[src/hdl/hcfd_pkg.sv]
// shared types, constants and cipher helpers for the hopping code frame decoder
package hcfd_pkg;

    localparam int          KEY_W         = 64;
    localparam int          FRAME_W       = 64;
    localparam int          WORD_W        = 32;
    localparam int          KL_ROUNDS     = 528;
    localparam int          ENC_BYTES_DEF = 4;
    localparam logic [63:0] KEY_RESET     = 64'hABCD_EF01_2345_0002;
    localparam logic [31:0] KL_NLF        = 32'h3A5C_742E;
    localparam logic [27:0] SERIAL_ONES   = 28'hFFF_FFFF;
    localparam int          KIDX_W        = $clog2(KEY_W);
    localparam int          CNT_W         = $clog2(KL_ROUNDS);

    // result status codes
    typedef enum logic [2:0] {
        ST_OK       = 3'd0,
        ST_SER_ZERO = 3'd1,
        ST_SER_ONES = 3'd2,
        ST_REPEAT   = 3'd3,
        ST_MISMATCH = 3'd4
    } t_status;

    // top level sequencer states
    typedef enum logic [1:0] {
        S_IDLE,
        S_CHECK,
        S_DECRYPT,
        S_RESULT
    } t_state;

    // handshake between sequencer and cipher core
    typedef struct packed {
        logic busy;
        logic done;
    } t_cph_stat;

    // one decrypt round: shift left, feed back nonlinear and key taps
    function automatic logic [WORD_W-1:0] kl_dec_round(input logic [WORD_W-1:0] x,
                                                       input logic              kb);
        logic [4:0] idx;
        logic       nb;
        idx = {x[30], x[25], x[19], x[8], x[0]};
        nb  = KL_NLF[idx] ^ x[15] ^ x[31] ^ kb;
        return {x[WORD_W-2:0], nb};
    endfunction

endpackage

[src/hdl/hcfd_cipher.sv]
// iterative decrypt core: one round per cycle through a shared round unit
module hcfd_cipher
    import hcfd_pkg::*;
(
    input  logic              i_clk,
    input  logic              i_rst_n,
    input  logic              i_start,
    input  logic [WORD_W-1:0] i_data,
    input  logic [KEY_W-1:0]  i_key,
    output t_cph_stat         o_stat,
    output logic [WORD_W-1:0] o_result
);

    localparam logic [CNT_W-1:0]  CNT_LAST   = CNT_W'(KL_ROUNDS - 1);
    localparam logic [KIDX_W-1:0] KIDX_START = KIDX_W'((KL_ROUNDS - 1) % KEY_W);

    logic [WORD_W-1:0] r_x;
    logic [CNT_W-1:0]  r_cnt;
    logic [KIDX_W-1:0] r_kidx;
    logic              r_busy;
    logic              r_done;

    // busy and done flags; the key bit pointer in the data path walks the key downward from index 15
    always_ff @(posedge i_clk) begin
        if (!i_rst_n) begin
            r_busy <= 1'b0;
            r_done <= 1'b0;
        end else begin
            r_done <= 1'b0;
            if (i_start) begin
                r_busy <= 1'b1;
            end else if (r_busy && r_cnt == CNT_LAST) begin
                r_busy <= 1'b0;
                r_done <= 1'b1;
            end
        end
    end

    // data path: the one round unit updates the word each busy cycle
    always_ff @(posedge i_clk) begin
        if (i_start) begin
            r_x    <= i_data;
            r_cnt  <= '0;
            r_kidx <= KIDX_START;
        end else if (r_busy) begin
            r_x    <= kl_dec_round(r_x, i_key[r_kidx]);
            r_cnt  <= r_cnt + 1'b1;
            r_kidx <= r_kidx - 1'b1;
        end
    end

    assign o_stat.busy = r_busy;
    assign o_stat.done = r_done;
    assign o_result    = r_x;

endmodule

[src/hdl/hopping_code_frame_decoder.sv]
// top level: frame checks, repeat store, sequencer and result register
// A frame is taken when i_valid is high and o_stall low; the block then stalls its input
// until the result has been taken. A frame with an all-zeros or all-ones serial, or whose
// low ENC_BYTES bytes repeat the last stored frame, goes from the check state straight to
// the result state. Any other frame is stored for the repeat check and its hopping word
// goes through 528 decrypt rounds, one per cycle on a single round unit; the block returns
// to idle once the result is taken. The user must write the key through i_cfg_wr_en /
// i_cfg_wr_data only while no frame is in flight; the block does not enforce this.
module hopping_code_frame_decoder
    import hcfd_pkg::*;
#(
    parameter int ENC_BYTES = ENC_BYTES_DEF
) (
    input  logic               i_clk,
    input  logic               i_rst_n,
    input  logic               i_cfg_wr_en,
    input  logic [KEY_W-1:0]   i_cfg_wr_data,
    input  logic               i_valid,
    output logic               o_stall,
    input  logic [FRAME_W-1:0] i_frame_bits,
    output logic               o_valid,
    input  logic               i_stall,
    output logic               o_accepted,
    output logic [2:0]         o_status,
    output logic [WORD_W-1:0]  o_fixed_code
);

    localparam int CMP_W = ENC_BYTES * 8;

    t_state             r_state;
    t_state             n_state;
    logic [KEY_W-1:0]   r_key;
    logic [FRAME_W-1:0] r_frame;
    logic [CMP_W-1:0]   r_last;
    t_status            r_status;
    logic               r_accepted;
    logic [WORD_W-1:0]  r_fixed;
    logic               w_in_acc;
    logic               w_out_acc;
    logic               w_start;
    logic               w_ser_zero;
    logic               w_ser_ones;
    logic               w_repeat;
    logic               w_match;
    t_cph_stat          w_cph;
    logic [WORD_W-1:0]  w_plain;

    assign w_in_acc  = i_valid && !o_stall;
    assign w_out_acc = o_valid && !i_stall;

    // frame checks
    assign w_ser_zero = (r_frame[59:32] == '0);
    assign w_ser_ones = (r_frame[59:32] == SERIAL_ONES);
    assign w_repeat   = (r_frame[CMP_W-1:0] == r_last);
    assign w_match    = (w_plain[23:16] == r_frame[39:32])
                     && (w_plain[31:28] == r_frame[63:60]);

    // key register
    always_ff @(posedge i_clk) begin
        if (!i_rst_n) begin
            r_key <= KEY_RESET;
        end else if (i_cfg_wr_en) begin
            r_key <= i_cfg_wr_data;
        end
    end

    // state register
    always_ff @(posedge i_clk) begin
        if (!i_rst_n) begin
            r_state <= S_IDLE;
        end else begin
            r_state <= n_state;
        end
    end

    // next state
    always_comb begin
        n_state = r_state;
        unique case (r_state)
            S_IDLE: begin
                if (w_in_acc) n_state = S_CHECK;
            end
            S_CHECK: begin
                if (w_ser_zero || w_ser_ones || w_repeat) n_state = S_RESULT;
                else n_state = S_DECRYPT;
            end
            S_DECRYPT: begin
                if (w_cph.done) n_state = S_RESULT;
            end
            S_RESULT: begin
                if (w_out_acc) n_state = S_IDLE;
            end
            default: n_state = S_IDLE;
        endcase
    end

    // sequencer outputs
    always_comb begin
        o_stall = 1'b1;
        o_valid = 1'b0;
        w_start = 1'b0;
        unique case (r_state)
            S_IDLE:    o_stall = 1'b0;
            S_CHECK:   w_start = !(w_ser_zero || w_ser_ones || w_repeat);
            S_DECRYPT: ;
            S_RESULT:  o_valid = 1'b1;
            default:   ;
        endcase
    end

    // repeat store, updated only when the frame goes on to decryption
    always_ff @(posedge i_clk) begin
        if (!i_rst_n) begin
            r_last <= '0;
        end else if (w_start) begin
            r_last <= r_frame[CMP_W-1:0];
        end
    end

    // transaction capture and result register
    always_ff @(posedge i_clk) begin
        if (w_in_acc) begin
            r_frame <= i_frame_bits;
        end
        if (r_state == S_CHECK) begin
            r_accepted <= 1'b0;
            r_fixed    <= '0;
            priority if (w_ser_zero) r_status <= ST_SER_ZERO;
            else if (w_ser_ones)     r_status <= ST_SER_ONES;
            else if (w_repeat)       r_status <= ST_REPEAT;
            else                     r_status <= ST_MISMATCH;
        end else if (r_state == S_DECRYPT && w_cph.done) begin
            r_accepted <= w_match;
            r_status   <= w_match ? ST_OK : ST_MISMATCH;
            r_fixed    <= w_match ? r_frame[FRAME_W-1:WORD_W] : '0;
        end
    end

    hcfd_cipher u_cipher (
        .i_clk    (i_clk),
        .i_rst_n  (i_rst_n),
        .i_start  (w_start),
        .i_data   (r_frame[WORD_W-1:0]),
        .i_key    (r_key),
        .o_stat   (w_cph),
        .o_result (w_plain)
    );

    assign o_accepted   = r_accepted;
    assign o_status     = r_status;
    assign o_fixed_code = r_fixed;

    // accepted flag agrees with the status code
    a_acc_status: assert property (@(posedge i_clk) disable iff (!i_rst_n)
        o_valid |-> (o_accepted == (o_status == ST_OK)))
        else $error("accepted flag disagrees with status");

    // rejected results carry no fixed code
    a_fixed_zero: assert property (@(posedge i_clk) disable iff (!i_rst_n)
        (o_valid && !o_accepted) |-> (o_fixed_code == '0))
        else $error("fixed code not cleared on reject");

    // cipher finishes only while the sequencer waits for it
    a_done_state: assert property (@(posedge i_clk) disable iff (!i_rst_n)
        w_cph.done |-> (r_state == S_DECRYPT))
        else $error("cipher done outside decrypt state");

    // cipher is busy throughout the decrypt phase, up to the cycle in which it signals done
    a_busy_state: assert property (@(posedge i_clk) disable iff (!i_rst_n)
        (r_state == S_DECRYPT && !w_cph.done) |-> w_cph.busy)
        else $error("cipher idle during decrypt state");

endmodule
[config.mk]
export PLATFORM = sky130hd
export DESIGN_NAME = hopping_code_frame_decoder
export DESIGN_NICKNAME = d
export VERILOG_FILES = /design/src/hdl/hcfd_pkg.sv /design/src/hdl/hcfd_cipher.sv /design/src/hdl/hopping_code_frame_decoder.sv
export SDC_FILE = /design/constraint.sdc
export NUM_CORES = 1
export LEC_CHECK = 0
export BUFFER_PORTS_ARGS = -buffer_cell sky130_fd_sc_hd__clkbuf_2
export CAP_MARGIN = 20
export CELL_PAD_IN_SITES_DETAIL_PLACEMENT = 1
export CELL_PAD_IN_SITES_GLOBAL_PLACEMENT = 1
export CORE_UTILIZATION = 42
export CTS_BUF_LIST = sky130_fd_sc_hd__clkbuf_4
export DETAILED_ROUTE_END_ITERATION = 7
export MAX_ROUTING_LAYER = met4
export PLACE_DENSITY_LB_ADDON = 0.12
export SETUP_SLACK_MARGIN = 0.05
export SLEW_MARGIN = 25
export SYNTH_ARGS = -nofsm -noshare
export SYNTH_HDL_FRONTEND = slang
export SYNTH_SLANG_ARGS = --single-unit
[constraint.sdc]
create_clock -name i_clk -period 2.6 [get_ports i_clk]
set_input_delay 0 -clock i_clk [delete_from_list [all_inputs] [get_ports i_clk]]
set_output_delay 0 -clock i_clk [all_outputs]
set_load 0.01 [all_outputs]
# Word level (Yosys, flattened, before mapping)
# Memory sizes are Yosys's and may differ from the RTL's. A register that Yosys moved wholly into a read port is not among the register bits.
# Cells that the tools add are included.
totals:
  register_bits: 248
  rom_bits: 32
  input_bits: 133
  output_inout_bits: 38
  wordCells: 72
  n_memories: 1
classes:
  add_sub_neg: 2
  order_cmp: 2
  eq_ne: 11
  n_mux: 24
  bitwise: 4
  reduce_logical: 16
mem_list:
  columns: ["name", "words", "word_bits", "rd", "rd_ports_with_merged_regs", "write_ports", "line", "source"]
  rows:
  - ["(no name shown)", 32, 1, 1, 1, 0, "hcfd_pkg.sv:44", "nb = KL_NLF[idx] ^ x[15] ^ x[31] ^ kb;"]
op_table:
  columns: ["op", "count"]
  rows:
  - ["$mux 32", 3]
  - ["$eq 32x32->1", 1]
  - ["$eq 28x28->1 const B", 1]
  - ["$logic_not 28->1", 1]
  - ["$mux 3", 6]
  - ["$add 10x1->10 const B", 1]
  - ["$eq 10x10->1 const B", 1]
  - ["$mux 1", 9]
  - ["$eq 8x8->1", 1]
  - ["$pmux 2 s4", 1]
  - ["$lt 6x7->1 const B", 1]
  - ["$bmux 1 s6", 1]
  - ["$lt 5x6->1 const B", 1]
  - ["$mux 2", 3]
  - ["$reduce_bool 2->1", 3]
  - ["$sub 6x1->6 const B", 1]
  - ["$logic_and 1x1->1", 5]
  - ["$mux 5", 1]
  - ["$eq 2x2->1 const B", 2]
  - ["$eq 4x4->1", 1]
  - ["$ne 2x2->1 const B", 2]
  - ["$reduce_and 3->1", 1]
  - ["$xor 1x1->1", 3]
  - ["$eq 2x1->1 const B", 1]
  - ["6 further kinds", 8]

# Depth between registers and ports, before layout
logic_depth:
  ltp_word: 8
  mapped_depth: 11
  ltp_nobuf: 8

# Cells and area by module
# A second synthesis with hierarchy kept.
unflattened:
  cells_unflattened: 831
  hier_area_um2: 10385.0
modules_own_cells:
  columns: ["module", "n_inst", "cells_each", "area_each_um2", "seq_area_each_um2"]
  rows:
  - ["hopping_code_frame_decoder", 1, 595, 7511.0, 4634.4]
  - ["hcfd_cipher", 1, 236, 2874.0, 1341.3]

# Least setup slack after synthesis
# No wires, ideal clock.
synth_timing:
  kind: "flip-flop to flip-flop"
  start: "register r_frame[30]"
  end: "register u_cipher.r_x[0] (netlist: u_cipher.o_result[0]) (enable)"
  setup_time_ns: 0.329
  t_arrival_ns: 2.361
  required_ns: 2.271
  slack_ns: -0.090
  path_stages_with_launch: 10
  n_path_buf: 4
  period_less_slack_ns: 2.690
  cell_sequence: "edfxtp_1 -> clkbuf_1 -> xor2_1 -> nor4_1 -> nand4_1 -> o2111a_1 -> buf_2 -> buf_2 -> clkbuf_1 -> or2_2"
synth_between:
  elab_chain_cells: 5
synth_lines:
  columns: ["item", "line", "source"]
  rows:
  - ["start: declaration", "hopping_code_frame_decoder.sv:33", "logic [FRAME_W-1:0] r_frame;"]
  - ["start signal: assignment", "hopping_code_frame_decoder.sv:123", "r_frame <= i_frame_bits;"]
  - ["$eq 32x32->1", "hopping_code_frame_decoder.sv:54", "assign w_repeat = (r_frame[CMP_W-1:0] == r_last);"]
  - ["$logic_or 1x1->1", "hopping_code_frame_decoder.sv:104", "S_CHECK: w_start = !(w_ser_zero || w_ser_ones || w_repeat);"]
  - ["$logic_not 1->1", "hopping_code_frame_decoder.sv:104", null]
  - ["$mux 1", "hopping_code_frame_decoder.sv:102", "unique case (r_state)"]
  - ["$reduce_bool 2->1 (no line)", null, null]
  - ["end signal: assignment", "hcfd_cipher.sv:42", "r_x <= i_data;"]
  - ["end signal: assignment", "hcfd_cipher.sv:46", "r_x <= kl_dec_round(r_x, i_key[r_kidx]);"]
  - ["end: declaration", "hcfd_cipher.sv:17", "logic [WORD_W-1:0] r_x;"]
# Every way passes these cells.
# A chain may end at the register's enable or synchronous reset.

==> flow_metrics.env <==
export IMPL_drv_cap=0
export IMPL_vias=8099
export IMPL_finalSetupTns_ps=-147.6
export IMPL_path_clk_slew_ps=70
export IMPL_status="finished with violations"
export IMPL_coreArea_um2=23750
export IMPL_whs_path_depth=2
export IMPL_min_period_ps=2748
export IMPL_critPathLaunchType="flop"
export IMPL_crit_fanout=6
export IMPL_reg2reg_from="u_cipher.r_kidx[0]"
export IMPL_peakVddDrop_uv=509.8
export IMPL_synthTopCellsByArea="dfxtp_1, edfxtp_1, mux2i_1"
export IMPL_ys_warn_count=0
export IMPL_violations="setup timing"
export IMPL_clk_insertion_delay_late_ps=680
export IMPL_via_per_inst=4.987
export IMPL_syn_area_per_cell_um2=12.74
export IMPL_grt_pass1_wl_um=45880
export IMPL_syn_inst=806
export IMPL_wl_per_cell_um=18.62
export IMPL_leakage_nw=6.115
export IMPL_max_freq_mhz=364.0
export IMPL_pin_count=171
export IMPL_reg2reg_slack_ps=-150
export IMPL_dieArea_um2=25070
export IMPL_area_growth_pct=43.25
export IMPL_hold_start="i_frame_bits[59]"
export IMPL_timing_final_crit_share_pct=105.7
export IMPL_yosysTopAreaCellShare_pct=29.25
export IMPL_crit_path_end_kind="flop"
export IMPL_critPathLaunch="u_cipher.r_kidx[0]"
export IMPL_drc=0
export IMPL_yosysSeqAreaShare_pct=58.22
export IMPL_cts_sinks=249
export IMPL_total_power_mw=13.39
export IMPL_worst_r2r_cell_count=11
export IMPL_synth_compound_area_share_pct=5.607
export IMPL_start_util_pct=43.22
export IMPL_cts_tree="done"
export IMPL_synth_xor_area_share_pct=5.205
export IMPL_clock_path_buffers=3
export IMPL_numCtsBuffers=68
export IMPL_cp_required_ps=3150
export IMPL_final_cell_mix="dlygate4sd3_1, clkbuf_2, dfxtp_1, clkbuf_4, edfxtp_1"
export IMPL_drt_iter0_drc=337
export IMPL_grt_antenna_before_repair=2
export IMPL_tightestPinTransition_ps=908.3
export IMPL_hpwl_um=17010
export IMPL_portBuffers=170
export IMPL_rsz0062_at_grt="yes"
export IMPL_grt_max_degree=53
export IMPL_synth_edff_count=99
export IMPL_grt_overflow=0
export IMPL_grt_pass1_vias=8828
export IMPL_finalSetupViolCount=1
export IMPL_wirelength_um=30240
export IMPL_maxSlewHeadroom_pct=39.45
export IMPL_yosys_area_share_adder_pct=0.8532
export IMPL_synth_top_family_by_area="multiplexers"
export IMPL_worstPathArrival_ps=3300
export IMPL_hold_path_endpoint="r_frame[59]"
export IMPL_yosysTopAreaCell="dfxtp_1"
export IMPL_rows=56
export IMPL_die_y_um=158.3
export IMPL_critical_path_class="flop to flop"
export IMPL_clock_tree_root_cell="clkbuf_4"
export IMPL_synth_area_um2=10260
export IMPL_pwr_density_cell_nw_per_um2=910.5
export IMPL_final_nets=1388
export IMPL_cts_max_level=3
export IMPL_ys_ff_latch=249
export IMPL_skew_ps=36.17
export IMPL_min_path_type="input pin to flop"
export IMPL_dominantRegCellSynth="dfxtp_1"
export IMPL_layout_drive_gt1_share_pct=32.18
export IMPL_layout_setup_ws_ps=-147.6
export IMPL_die_x_um=158.3
export IMPL_synth_nets=946
export IMPL_synthSimpleGateAreaFrac_pct=11.19
export IMPL_synthArstFlopShare_pct=0
export IMPL_globalRouteTotalUtil_pct=24.91
export IMPL_hold_violations=0
export IMPL_slew_violations=0
export IMPL_ys_types=48
export IMPL_synthMuxAreaShare_pct=16.69
export IMPL_final_common_cell="dlygate4sd3_1"
export IMPL_detail_route_antenna_nets=0
export IMPL_gp_congestion=0.7810
export IMPL_dr_pass1_iters=5
-- final cells by class --
cell class | instances | area [um2]
Multi-Input combinational cell | 505 | 4178
Timing Repair Buffer | 414 | 3218
Antenna cell | 3 | 7.507
Fill cell | 2501 | 9049
Tap cell | 319 | 399.1
Clock inverter | 20 | 103.9
Clock buffer | 104 | 780.7
Inverter | 10 | 37.54
Sequential cell | 249 | 5979
-- logic make-up after synthesis --
family | Yosys count
DFF | 249
buffers and inverters | 54
muxes | 145
xor gates and xnor gates | 61
AOI/OAI and AO/OA | 77
and+or+nand+nor | 213
adders and majority gates | 7
-- routing by layer --
metal / global-route usage [%] / routed length [um] / vias to the layer above
met5: - / 0 / -
met1: 29.06 / 12810 / 3952
li1: - / - / 3857
met2: 41.67 / 15320 / 222
met3: 4.790 / 1276 / 68
met4: 11.22 / 826 / 0
-- per-stage QoR --
stage,utilization (%),hold slack (ps),worst slack (ps),instances,instance area (um2)
floorplan,-,98.87,68.50,806,10270
global placement,49.56,176.4,-41.36,1303,11770
detailed placement,49.56,178.8,-88.08,1303,11770
CTS,61.20,0.4595,-29.52,1610,14540
global route,61.89,9.547,-239.2,1623,14700
finish,61.90,50.91,-147.6,1624,14700
-- state kept, by name (all words and copies together), names as in the netlist, named ones only --
| register | cells |
|---|---|
| r_last | 32 |
| u_cipher.r_done | 1 |
| u_cipher.r_busy | 1 |
| o_fixed_code | 32 |
| o_accepted | 1 |
| r_state | 2 |
| r_frame | 64 |
| r_key | 64 |
| o_status | 3 |
| u_cipher.o_result | 32 |
| u_cipher.r_kidx | 6 |
| u_cipher.r_cnt | 10 |
-- what timing repair did --
item | 4_1_cts | 5_1_grt
setup endpoints to repair | 31 | 80
pin swaps | 6 | 12
gates cloned | 1 | 2
hold buffers | 178 | 1
endpoints found under the hold margin | 130 | 8
resized for setup | 17 | 17
buffers inserted | 4 | 8
-- power by group --
part	internal (mW)	switching (mW)	leakage, nW
registers	5.13	0.652	2.17
clock network	1.93	1.71	0.538
logic	2.02	1.95	3.41
-- critical path, cell delays in order (launching register included) --
cell	delay, ps
dfxtp_4	370
buf_4	130
buf_16	130
buf_4	130
mux4_2	520
nand2_1	120
a311oi_2	120
nor4_2	330
xnor2_1	160
a211oi_2	260
a21oi_2	60
mux2_4	300
-- worst max path at each step --
stage          depth (start not counted)  slack (ps)         end
3_3_place_gp                          10         -40        flop
5_1_grt                               10        -240        flop
4_1_cts                                9         -30        flop
6_report                              11        -150        flop
3_5_place_dp                           9         -90        flop
2_1_floorplan                          3          70  r_frame[0]
-- synth_stat cells (3+ instances only) --
| cell type | n |
|---|---|
| clkbuf_1 | 24 |
| o21ai_0 | 14 |
| buf_2 | 7 |
| mux2i_1 | 98 |
| nor4_1 | 18 |
| mux2_2 | 30 |
| xnor2_1 | 16 |
| inv_1 | 10 |
| and2_1 | 3 |
| ha_1 | 7 |
| mux4_1 | 6 |
| nand2_1 | 49 |
| mux4_2 | 10 |
| nand4_1 | 13 |
| nor2_1 | 26 |
| a22oi_1 | 4 |
| dfxtp_1 | 150 |
| a311oi_1 | 4 |
| buf_1 | 11 |
| o211ai_1 | 5 |
| edfxtp_1 | 99 |
| xor2_1 | 45 |
| nor3_1 | 5 |
| a21oi_1 | 8 |
| nor2b_1 | 76 |
| a22o_1 | 32 |
| nand3_1 | 9 |
No activity file was read; power rests on OpenSTA's default activity.
